==> src/sv/session_slot_table_lru_assert.svh <==
// Assertion macros used by the session slot table controller.
// Needs clk and arst_n in scope at each point of use.
`ifndef SESSION_SLOT_TABLE_LRU_ASSERT_SVH
`define SESSION_SLOT_TABLE_LRU_ASSERT_SVH

// Same-cycle implication, disabled during reset.
`define SSL_ASSERT_NOW(lbl, ante, cons, msg) \
	lbl: assert property (@(posedge clk) disable iff (!arst_n) (ante) |-> (cons)) \
		else $error(msg);

// Next-cycle implication, disabled during reset.
`define SSL_ASSERT_NEXT(lbl, ante, cons, msg) \
	lbl: assert property (@(posedge clk) disable iff (!arst_n) (ante) |=> (cons)) \
		else $error(msg);

`endif

==> src/sv/ssl_pkg.sv <==
// Shared types and constants of the session slot table.
// No dependencies; imported by every module of the block.
`default_nettype none

package ssl_pkg;

	localparam int unsigned SLOTS_DEF = 16;
	localparam int unsigned IDX_W_DEF = 4;
	localparam int unsigned CNT_W_DEF = 5;
	localparam int unsigned CAP_W     = 5;
	localparam int unsigned SLOT_W    = 4;

	localparam logic [CAP_W-1:0] CAP_RESET = 5'd8;

	// slot states
	localparam logic [1:0] ST_NONE        = 2'd0;
	localparam logic [1:0] ST_HANDSHAKING = 2'd1;
	localparam logic [1:0] ST_ACTIVE      = 2'd2;

	// operations
	localparam logic [1:0] FN_LOOKUP   = 2'd0;
	localparam logic [1:0] FN_ALLOC    = 2'd1;
	localparam logic [1:0] FN_TEARDOWN = 2'd2;
	localparam logic [1:0] FN_UPDATE   = 2'd3;

	// result status
	localparam logic [1:0] STS_OK   = 2'd0;
	localparam logic [1:0] STS_MISS = 2'd1;
	localparam logic [1:0] STS_CAP  = 2'd2;
	localparam logic [1:0] STS_FULL = 2'd3;

	typedef enum logic [1:0] {
		WR_CLAIM,
		WR_FREE,
		WR_UPDATE
	} wr_kind_t;

	// write broadcast from the controller to every cell
	typedef struct packed {
		logic        en;
		wr_kind_t    kind;
		logic [1:0]  state;
		logic        ver;
		logic [31:0] peer;
		logic [31:0] stamp;
	} wr_cmd_t;

	// fixed-width part of the scan token handed from cell to cell
	typedef struct packed {
		logic        valid;
		logic [31:0] addr;
		logic        hit;
		logic [1:0]  hit_state;
		logic        hit_ver;
		logic        free_found;
		logic        vic_found;
		logic [31:0] vic_time;
	} tok_fix_t;

endpackage

`default_nettype wire

==> src/sv/ssl_cell.sv <==
// One slot of the session table plus its stage of the scan chain.
// Depends on ssl_pkg.
`default_nettype none

module ssl_cell #(
	parameter int unsigned CELL_IDX = 0,
	parameter int unsigned IDX_W    = ssl_pkg::IDX_W_DEF,
	parameter int unsigned CNT_W    = ssl_pkg::CNT_W_DEF
) (
	input  logic              clk,
	input  logic              arst_n,
	input  ssl_pkg::tok_fix_t tok_in,
	input  logic [IDX_W-1:0]  hit_idx_in,
	input  logic [CNT_W-1:0]  hs_cnt_in,
	input  logic [IDX_W-1:0]  free_idx_in,
	input  logic [IDX_W-1:0]  vic_idx_in,
	output ssl_pkg::tok_fix_t tok_out,
	output logic [IDX_W-1:0]  hit_idx_out,
	output logic [CNT_W-1:0]  hs_cnt_out,
	output logic [IDX_W-1:0]  free_idx_out,
	output logic [IDX_W-1:0]  vic_idx_out,
	input  ssl_pkg::wr_cmd_t  wr,
	input  logic [IDX_W-1:0]  wr_idx
);
	import ssl_pkg::*;

	localparam logic [IDX_W-1:0] MY_IDX = IDX_W'(CELL_IDX);

	logic [1:0]  st_q;
	logic        ver_q;
	logic [31:0] peer_q;
	logic [31:0] last_q;

	tok_fix_t         tok_d, tok_q;
	logic [IDX_W-1:0] hit_idx_d, free_idx_d, vic_idx_d;
	logic [IDX_W-1:0] hit_idx_q, free_idx_q, vic_idx_q;
	logic [CNT_W-1:0] hs_cnt_d, hs_cnt_q;
	logic             match, evictable, wr_me;

	assign match     = (st_q != ST_NONE) && (peer_q == tok_in.addr);
	assign evictable = (st_q != ST_NONE) && !((st_q == ST_ACTIVE) && ver_q);
	assign wr_me     = wr.en && (wr_idx == MY_IDX);

	always_comb begin
		tok_d      = tok_in;
		hit_idx_d  = hit_idx_in;
		free_idx_d = free_idx_in;
		vic_idx_d  = vic_idx_in;
		hs_cnt_d   = hs_cnt_in + CNT_W'(st_q == ST_HANDSHAKING);
		if (!tok_in.hit && match) begin
			tok_d.hit       = 1'b1;
			tok_d.hit_state = st_q;
			tok_d.hit_ver   = ver_q;
			hit_idx_d       = MY_IDX;
		end
		if (!tok_in.free_found && (st_q == ST_NONE)) begin
			tok_d.free_found = 1'b1;
			free_idx_d       = MY_IDX;
		end
		// strict less-than keeps ties at the lower index
		if (evictable && (!tok_in.vic_found || (last_q < tok_in.vic_time))) begin
			tok_d.vic_found = 1'b1;
			tok_d.vic_time  = last_q;
			vic_idx_d       = MY_IDX;
		end
	end

	// slot control state
	always_ff @(posedge clk or negedge arst_n) begin
		if (!arst_n) begin
			st_q  <= ST_NONE;
			ver_q <= 1'b0;
		end else if (wr_me) begin
			case (wr.kind)
				WR_CLAIM: begin
					st_q  <= ST_HANDSHAKING;
					ver_q <= 1'b0;
				end
				WR_FREE: begin
					st_q  <= ST_NONE;
					ver_q <= 1'b0;
				end
				WR_UPDATE: begin
					st_q  <= wr.state;
					ver_q <= wr.ver;
				end
				default: begin
					st_q  <= st_q;
				end
			endcase
		end
	end

	// slot payload
	always_ff @(posedge clk) begin
		if (wr_me && (wr.kind == WR_CLAIM)) begin
			peer_q <= wr.peer;
		end
		if (wr_me && ((wr.kind == WR_CLAIM) || (wr.kind == WR_UPDATE))) begin
			last_q <= wr.stamp;
		end
	end

	// scan stage: advance the token, hold payload when no token passes
	always_ff @(posedge clk or negedge arst_n) begin
		if (!arst_n) begin
			tok_q <= '0;
		end else if (tok_in.valid) begin
			tok_q <= tok_d;
		end else begin
			tok_q.valid <= 1'b0;
		end
	end

	always_ff @(posedge clk) begin
		if (tok_in.valid) begin
			hit_idx_q  <= hit_idx_d;
			free_idx_q <= free_idx_d;
			vic_idx_q  <= vic_idx_d;
			hs_cnt_q   <= hs_cnt_d;
		end
	end

	assign tok_out      = tok_q;
	assign hit_idx_out  = hit_idx_q;
	assign free_idx_out = free_idx_q;
	assign vic_idx_out  = vic_idx_q;
	assign hs_cnt_out   = hs_cnt_q;

endmodule

`default_nettype wire

==> src/sv/ssl_ctrl.sv <==
// Request sequencer of the session table: launches the scan token,
// decides on its return, broadcasts the write and holds the result.
// Depends on ssl_pkg and session_slot_table_lru_assert.svh.
`default_nettype none
`include "session_slot_table_lru_assert.svh"

module ssl_ctrl #(
	parameter int unsigned IDX_W = ssl_pkg::IDX_W_DEF,
	parameter int unsigned CNT_W = ssl_pkg::CNT_W_DEF
) (
	input  logic                       clk,
	input  logic                       arst_n,
	input  logic                       in_valid,
	output logic                       in_ready,
	input  logic [1:0]                 func,
	input  logic [31:0]                remote_addr,
	input  logic [31:0]                now_ms,
	input  logic [1:0]                 new_state,
	input  logic                       new_verified,
	input  logic [ssl_pkg::CAP_W-1:0]  cap,
	output ssl_pkg::tok_fix_t          inj,
	input  ssl_pkg::tok_fix_t          fin,
	input  logic [IDX_W-1:0]           fin_hit_idx,
	input  logic [CNT_W-1:0]           fin_hs_cnt,
	input  logic [IDX_W-1:0]           fin_free_idx,
	input  logic [IDX_W-1:0]           fin_vic_idx,
	output ssl_pkg::wr_cmd_t           wr,
	output logic [IDX_W-1:0]           wr_idx,
	output logic                       out_valid,
	input  logic                       out_ready,
	output logic [1:0]                 status,
	output logic [ssl_pkg::SLOT_W-1:0] slot,
	output logic [1:0]                 slot_state,
	output logic                       slot_verified
);
	import ssl_pkg::*;

	localparam int unsigned CMP_W = (CNT_W > CAP_W) ? CNT_W : CAP_W;

	typedef enum logic [1:0] {
		S_IDLE,
		S_SCAN,
		S_DONE
	} state_t;

	state_t            state_q;
	logic [1:0]        func_q, nst_q;
	logic              nver_q;
	logic [31:0]       now_q;
	tok_fix_t          inj_q;
	logic              out_valid_q;
	logic [1:0]        status_q, slot_state_q;
	logic [SLOT_W-1:0] slot_q;
	logic              slot_verified_q;

	logic             go, cap_hit;
	logic [1:0]       nst_sat, res_status, res_state;
	logic             res_ver;
	logic [IDX_W-1:0] res_idx;
	wr_cmd_t          wr_d;

	assign go       = (state_q == S_DONE) && (!out_valid_q || out_ready);
	assign nst_sat  = (nst_q > ST_ACTIVE) ? ST_ACTIVE : nst_q;
	assign cap_hit  = CMP_W'(fin_hs_cnt) >= CMP_W'(cap);
	assign in_ready = (state_q == S_IDLE);

	always_comb begin
		res_status = STS_OK;
		res_idx    = fin_hit_idx;
		res_state  = fin.hit_state;
		res_ver    = fin.hit_ver;
		wr_d       = '{en: 1'b0, kind: WR_CLAIM, state: ST_HANDSHAKING, ver: 1'b0,
			peer: fin.addr, stamp: now_q};
		case (func_q)
			FN_LOOKUP: begin
				if (!fin.hit) res_status = STS_MISS;
			end
			FN_TEARDOWN: begin
				if (fin.hit) begin
					wr_d.en   = 1'b1;
					wr_d.kind = WR_FREE;
					res_state = ST_NONE;
					res_ver   = 1'b0;
				end else begin
					res_status = STS_MISS;
				end
			end
			FN_UPDATE: begin
				if (fin.hit) begin
					wr_d.en    = 1'b1;
					wr_d.kind  = WR_UPDATE;
					wr_d.state = nst_sat;
					wr_d.ver   = nver_q;
					res_state  = nst_sat;
					res_ver    = nver_q;
				end else begin
					res_status = STS_MISS;
				end
			end
			FN_ALLOC: begin
				if (fin.hit) begin
					res_status = STS_OK;
				end else if (cap_hit) begin
					res_status = STS_CAP;
				end else if (fin.free_found || fin.vic_found) begin
					wr_d.en   = 1'b1;
					res_idx   = fin.free_found ? fin_free_idx : fin_vic_idx;
					res_state = ST_HANDSHAKING;
					res_ver   = 1'b0;
				end else begin
					res_status = STS_FULL;
				end
			end
			default: begin
				res_status = STS_MISS;
			end
		endcase
	end

	always_comb begin
		wr    = wr_d;
		wr.en = wr_d.en && go;
	end
	assign wr_idx = res_idx;

	always_ff @(posedge clk or negedge arst_n) begin
		if (!arst_n) begin
			state_q         <= S_IDLE;
			func_q          <= FN_LOOKUP;
			nst_q           <= ST_NONE;
			nver_q          <= 1'b0;
			now_q           <= '0;
			inj_q           <= '0;
			out_valid_q     <= 1'b0;
			status_q        <= STS_OK;
			slot_q          <= '0;
			slot_state_q    <= ST_NONE;
			slot_verified_q <= 1'b0;
		end else begin
			case (state_q)
				S_IDLE: begin
					if (in_valid) begin
						func_q  <= func;
						now_q   <= now_ms;
						nst_q   <= new_state;
						nver_q  <= new_verified;
						inj_q   <= '{valid: 1'b1, addr: remote_addr, default: '0};
						state_q <= S_SCAN;
					end else begin
						inj_q.valid <= 1'b0;
					end
				end
				S_SCAN: begin
					inj_q.valid <= 1'b0;
					if (fin.valid) state_q <= S_DONE;
				end
				S_DONE: begin
					if (go) state_q <= S_IDLE;
				end
				default: begin
					inj_q.valid <= 1'b0;
					state_q     <= S_IDLE;
				end
			endcase

			if (go) begin
				out_valid_q <= 1'b1;
				status_q    <= res_status;
				if (res_status == STS_OK) begin
					slot_q          <= SLOT_W'(res_idx);
					slot_state_q    <= res_state;
					slot_verified_q <= res_ver;
				end else begin
					slot_q          <= '0;
					slot_state_q    <= ST_NONE;
					slot_verified_q <= 1'b0;
				end
			end else if (out_ready) begin
				out_valid_q <= 1'b0;
			end
		end
	end

	assign inj           = inj_q;
	assign out_valid     = out_valid_q;
	assign status        = status_q;
	assign slot          = slot_q;
	assign slot_state    = slot_state_q;
	assign slot_verified = slot_verified_q;

	`SSL_ASSERT_NOW(a_wr_only_done, wr.en, state_q == S_DONE, "table write outside decision")
	`SSL_ASSERT_NOW(a_fin_in_scan, fin.valid, state_q == S_SCAN, "scan token returned unexpectedly")
	`SSL_ASSERT_NEXT(a_accept_launch, in_valid && in_ready, inj_q.valid, "no token after transfer")
	`SSL_ASSERT_NEXT(a_go_result, go, out_valid_q, "decision without result")
	`SSL_ASSERT_NOW(a_fail_zero, out_valid_q && (status_q != STS_OK),
		(slot_q == '0) && (slot_state_q == ST_NONE) && !slot_verified_q,
		"failed request carries slot data")

endmodule

`default_nettype wire

==> src/sv/session_slot_table_lru.sv <==
// Top level of the peer-session slot table with LRU eviction.
// Depends on ssl_pkg, ssl_cell and ssl_ctrl.
//
//   channel   handshake              payload
//   --------  ---------------------  -------------------------------------------
//   request   in_valid / in_ready    func, remote_addr, now_ms, new_state,
//                                    new_verified
//   result    out_valid / out_ready  status, slot, slot_state, slot_verified
//   config    cfg_wr_en (no wait)    cfg_wr_data = handshake_cap
//
// One request is in flight at a time: the controller registers the scan token at
// launch, the token walks the chain of SLOTS cells, one cell per cycle, and the
// controller then decides on its return and registers the result.
// A stalled result stalls the decision, so in_ready stays low until it drains.
// Reset frees every slot, clears the verified flags and sets the cap to 8.
`default_nettype none

module session_slot_table_lru #(
	parameter int unsigned SLOTS = ssl_pkg::SLOTS_DEF
) (
	input  logic                       clk,
	input  logic                       arst_n,
	input  logic                       cfg_wr_en,
	input  logic [ssl_pkg::CAP_W-1:0]  cfg_wr_data,
	input  logic                       in_valid,
	output logic                       in_ready,
	input  logic [1:0]                 func,
	input  logic [31:0]                remote_addr,
	input  logic [31:0]                now_ms,
	input  logic [1:0]                 new_state,
	input  logic                       new_verified,
	output logic                       out_valid,
	input  logic                       out_ready,
	output logic [1:0]                 status,
	output logic [ssl_pkg::SLOT_W-1:0] slot,
	output logic [1:0]                 slot_state,
	output logic                       slot_verified
);
	import ssl_pkg::*;

	localparam int unsigned IDX_W = (SLOTS > 1) ? $clog2(SLOTS) : 1;
	localparam int unsigned CNT_W = $clog2(SLOTS + 1);

	// handshake cap register; the user writes it only while the table is idle, the block does not enforce this
	logic [CAP_W-1:0] cap_q;

	always_ff @(posedge clk or negedge arst_n) begin
		if (!arst_n) begin
			cap_q <= CAP_RESET;
		end else if (cfg_wr_en) begin
			cap_q <= cfg_wr_data;
		end
	end

	// scan chain: position 0 is the launch point, position SLOTS the return
	tok_fix_t         tok      [SLOTS+1];
	logic [IDX_W-1:0] hit_idx  [SLOTS+1];
	logic [CNT_W-1:0] hs_cnt   [SLOTS+1];
	logic [IDX_W-1:0] free_idx [SLOTS+1];
	logic [IDX_W-1:0] vic_idx  [SLOTS+1];

	wr_cmd_t          wr;
	logic [IDX_W-1:0] wr_idx;

	// the token starts empty: no hit, no handshaking slot seen, no candidate
	assign hit_idx[0]  = '0;
	assign hs_cnt[0]   = '0;
	assign free_idx[0] = '0;
	assign vic_idx[0]  = '0;

	for (genvar g = 0; g < SLOTS; g++) begin : g_cell
		ssl_cell #(
			.CELL_IDX (g),
			.IDX_W    (IDX_W),
			.CNT_W    (CNT_W)
		) u_cell (
			.clk          (clk),
			.arst_n       (arst_n),
			.tok_in       (tok[g]),
			.hit_idx_in   (hit_idx[g]),
			.hs_cnt_in    (hs_cnt[g]),
			.free_idx_in  (free_idx[g]),
			.vic_idx_in   (vic_idx[g]),
			.tok_out      (tok[g+1]),
			.hit_idx_out  (hit_idx[g+1]),
			.hs_cnt_out   (hs_cnt[g+1]),
			.free_idx_out (free_idx[g+1]),
			.vic_idx_out  (vic_idx[g+1]),
			.wr           (wr),
			.wr_idx       (wr_idx)
		);
	end

	// launch the token, decide on its return, broadcast the write, hold the result
	ssl_ctrl #(
		.IDX_W (IDX_W),
		.CNT_W (CNT_W)
	) u_ctrl (
		.clk           (clk),
		.arst_n        (arst_n),
		.in_valid      (in_valid),
		.in_ready      (in_ready),
		.func          (func),
		.remote_addr   (remote_addr),
		.now_ms        (now_ms),
		.new_state     (new_state),
		.new_verified  (new_verified),
		.cap           (cap_q),
		.inj           (tok[0]),
		.fin           (tok[SLOTS]),
		.fin_hit_idx   (hit_idx[SLOTS]),
		.fin_hs_cnt    (hs_cnt[SLOTS]),
		.fin_free_idx  (free_idx[SLOTS]),
		.fin_vic_idx   (vic_idx[SLOTS]),
		.wr            (wr),
		.wr_idx        (wr_idx),
		.out_valid     (out_valid),
		.out_ready     (out_ready),
		.status        (status),
		.slot          (slot),
		.slot_state    (slot_state),
		.slot_verified (slot_verified)
	);

endmodule

`default_nettype wire

==> config.mk <==
export PLATFORM = sky130hd
export DESIGN_NAME = session_slot_table_lru
export DESIGN_NICKNAME = d
export VERILOG_FILES = /design/src/sv/ssl_pkg.sv /design/src/sv/ssl_cell.sv /design/src/sv/ssl_ctrl.sv /design/src/sv/session_slot_table_lru.sv
export VERILOG_INCLUDE_DIRS = /design/src /design/src/sv
export SDC_FILE = /design/constraint.sdc
export NUM_CORES = 2
export LEC_CHECK = 0
export CORE_MARGIN = 1
export CORE_UTILIZATION = 45
export DETAILED_ROUTE_END_ITERATION = 10
export DONT_BUFFER_PORTS = 1
export PLACE_DENSITY = 0.69
export SLEW_MARGIN = 20
export SYNTH_ARGS = -nofsm -noshare
export SYNTH_HDL_FRONTEND = slang
export SYNTH_SLANG_ARGS = --single-unit
==> constraint.sdc <==
create_clock -name clk -period 3.72 [get_ports clk]
set_clock_uncertainty 0.1 [all_clocks]
set_input_delay 0.558 -clock clk [delete_from_list [all_inputs] [get_ports clk]]
set_output_delay 0.558 -clock clk [all_outputs]
set_load 0.01 [all_outputs]
==> results.tsv <==
stage	metric	value	unit
run_status	status	complete, no violations	
setup_path	cp_max_fo	32	
cells_and_area	drive_gt1_share	15.1	%
job	max_cap_violations	0	
cells_and_area	final_cells	11700	
cts	cts_tree	built	
cells_and_area	fin_nets	8875	
power_and_ir_drop	p_leak	48.2	nW
floorplan	coreArea	238000	um2
synth	synth_cells	8182	
grt	grt_overflow	0	
cts	cts_setup_buffers	0	
timing	finalMaxSlewViolations	0	
timing	whs	51.4	ps
grt	antenna_found_initial	18	
route	wl_per_cell	21.6	um
setup_path	reg2reg_setup_slack	190	ps
route	via_per_inst	5.51	
synth	synth_edf_count	1241	
power_and_ir_drop	seq_power_share	51.2	%
timing	hold_viol	0	
placed_design	dp_cells	11100	
setup_path	r2r_start	cap_q[3]$_DFFE_PN1P_	
cts	cts_made_buffers	228	
power_and_ir_drop	p_per_area	642	nW/um2
cells_and_area	fillers	19500	
grt	grt.total_usage	20.9	%
floorplan	initial_core_util	45.2	%
setup_path	crit_required	4180	ps
route	wl	253000	um
synth	synth_nets	8764	
cts	clock_sinks	2480	
floorplan	fp.dieW	491	um
power_and_ir_drop	p_clk_share	30.9	%
placed_design	place_hpwl	175000	um
floorplan	die_area	241000	um2
setup_path	start_kind	register	
synth	synth-seq-area-share	63.5	%
cts	cts.path.max_buffers	3	
synth	synth.top_cells.by_area	edfxtp_1, dfrtp_1, mux2_2	
placed_design	io_buffer_count	0	
synth	ys.flop_type	edfxtp_1	
power_and_ir_drop	swShare	30.1	%
timing	tightestPinTransition	1190	ps
floorplan	die_h	491	um
synth	ys_seq_elements	2480	
synth	ys_warn_count	0	
floorplan	ios	90	
route	final_antenna_net_count	0	
cts	clkTransAtPathRegs	70	ps
placed_design	gp_congestion	0.876	
setup_path	rr_worst_depth	9	
timing	setup_viol	0	
synth	netlist_area	107000	um2
hold_path	min_path_type	in -> async	
timing	slew_headroom	20.6	%
power_and_ir_drop	power_switching	23.4	mW
timing	fin_crit	3530	ps
synth	async_flop_share	50.0	%
timing	rsz0062_at_grt	no	
grt	first_global_vias	64500	
synth	synth.avg_cell_area	13.1	um2
cts	cts_htree_levels	4	
grt	grt_max_degree	221	
setup_path	cp-end-kind	register	
power_and_ir_drop	comb_power_share	18.0	%
floorplan	fp-row-count	179	
route	drc	0	
route	drt_iter0_drc	5023	
synth	yosys.area.top_type	edfxtp_1	
setup_path	path_class	reg -> reg	
route	dr.pass1.iters	5	
power_and_ir_drop	cell_internal_pwr	54.4	mW
power_and_ir_drop	irDropWorstVdd	0.000754	V
setup_path	r2r_end	g_cell[2].u_cell.last_q[5]$_DFFE_PP_	
setup_path	cp.arrival	4000	ps
grt	grt_pass1_wl	390000	um
cts	insertion_delay	890	ps
timing	fmax	0.283	GHz
timing	post-route-period-util	95.0	%
cts	cts_root_buf	clkbuf_16	
synth	ys_types	79	
synth	yosys.area.top_type_share	34.7	%
route	vias	64300	
cells_and_area	area_growth	12.9	%
## cells by family after synthesis
logic type / Yosys count / synth area share, %
fa+ha+maj: 503 / 5.86
simple gates: 1796 / 7.91
buf+inv: 879 / 3.11
flops: 2480 / 63.5
compound gates: 1296 / 8.06
mux: 683 / 7.08
xor+xnor: 545 / 4.44
## through the flow
stage | utilization (%) | worst slack, ps | setup TNS, ps | power [mW] | area (um2)
after CTS | 51.0 | 69.0 | 0 | 78.3 | 121000
after global placement | 47.2 | -669 | -220820 | 53.4 | 112000
after global routing | 51.0 | 95.0 | 0 | 81.8 | 121000
after detailed placement | 47.2 | -720 | -230780 | 54.1 | 112000
after floorplan | - | -358 | -351100 | 47.8 | 107000
final | 51.0 | 187 | 0 | 77.8 | 121000
## how the worst max path moves through the flow
stage,startpoint,end,depth (start not counted)
global placement,arst_n,u_ctrl.inj[39]$_DFFE_PN0P_,5
detailed placement,arst_n,u_ctrl.inj[53]$_DFFE_PN0P_,5
finish,cap_q[3]$_DFFE_PN1P_,g_cell[2].u_cell.last_q[5]$_DFFE_PP_,9
floorplan,cap_q[3]$_DFFE_PN1P_,g_cell[15].u_cell.last_q[0]$_DFFE_PP_,8
CTS,cap_q[3]$_DFFE_PN1P_,g_cell[7].u_cell.last_q[21]$_DFFE_PP_,9
global route,cap_q[3]$_DFFE_PN1P_,g_cell[1].u_cell.last_q[4]$_DFFE_PP_,9
## worst max-delay path, stage by stage, from the launching register on
cell      delay (ps)
dfstp_2          520
inv_1             50
ha_1             310
or2_2            310
a211oi_1         370
nor2_2           190
o21ai_2          430
nand2_1          420
nor2_4           240
buf_12           220
## cell usage after synthesis (all sizes together) (276+ instances only)
library cell / number
a21oi: 307
clkbuf: 276
dfrtp: 1238
edfxtp: 1241
ha: 503
inv: 530
mux2: 591
nand2: 628
nand3: 376
nor2: 295
o21ai: 285
o221ai: 312
xnor2: 458
## metal layers
| layer | GRT usage, % | share of wire (%) | vias to the layer above |
|---|---|---|---|
| met4 | 7.78 | 3.8 | 6 |
| met2 | 34.1 | 47 | 1752 |
| met3 | 2.80 | 5.4 | 413 |
| met1 | 28.6 | 44 | 32100 |
| li1 | - | - | 30000 |
| met5 | 0 | 0.014 | - |
## flip-flops by register name (all words and copies together) (netlist names), 32 cells and up
| signal | flops |
|---|---|
| g_cell.u_cell.vic_idx_out | 49 |
| g_cell.u_cell.last_q | 512 |
| g_cell.u_cell.peer_q | 512 |
| g_cell.u_cell.hs_cnt_out | 70 |
| u_ctrl.inj | 33 |
| g_cell.u_cell.hit_idx_out | 49 |
| g_cell.u_cell.tok_out | 1104 |
| g_cell.u_cell.free_idx_out | 49 |
| g_cell.u_cell.st_q | 32 |
| u_ctrl.now_q | 32 |
## area by class of cell
class                      instances  area (um2)  share of cell area, %
clock inverter                    99        1140                  0.941
timing repair buffer             230        2990                   2.47
clock buffer                     339        6740                   5.56
antenna                            7        17.5                 0.0144
tap                             3167        3960                   3.27
inverter                         530        1990                   1.64
multi-input combinational       4823       36100                   29.8
sequential                      2480       68300                   56.3
## power groups by stage
stage	clock, mW	sequential [mW]	combinational [mW]
5_1_grt	25.5	40.4	15.9
3_5_place_dp	0	40.4	13.8
2_1_floorplan	0	37.1	10.7
4_1_cts	24.4	39.8	14.0
6_report	24.0	39.8	14.0
3_3_place_gp	0	40.1	13.2
## layout by cell type, fill, tap and decap left out, types with 50 or more instances in the layout
| cell type | n |
|---|---|
| a21o_1 | 84 |
| a21oi_1 | 302 |
| a22oi_1 | 64 |
| a31oi_1 | 94 |
| buf_12 | 55 |
| buf_4 | 77 |
| clkbuf_1 | 58 |
| clkbuf_16 | 236 |
| clkinv_2 | 50 |
| dfrtp_1 | 1214 |
| dlygate4sd3_1 | 79 |
| edfxtp_1 | 1241 |
| ha_1 | 503 |
| inv_1 | 528 |
| mux2_2 | 585 |
| mux2i_1 | 90 |
| nand2_1 | 628 |
| nand3_1 | 376 |
| nand4_1 | 135 |
| nor2_1 | 256 |
| nor2b_1 | 75 |
| nor3_1 | 63 |
| o21ai_0 | 257 |
| o221ai_1 | 312 |
| or2_2 | 76 |
| xnor2_1 | 458 |
| xor2_1 | 87 |
## timing repair
action,in CTS,in global routing
hold buffers,87,0
gates resized for setup,3,1
setup endpoints to repair,448,120
endpoints found under the hold margin,290,0
No activity file was read; power rests on OpenSTA's default activity.
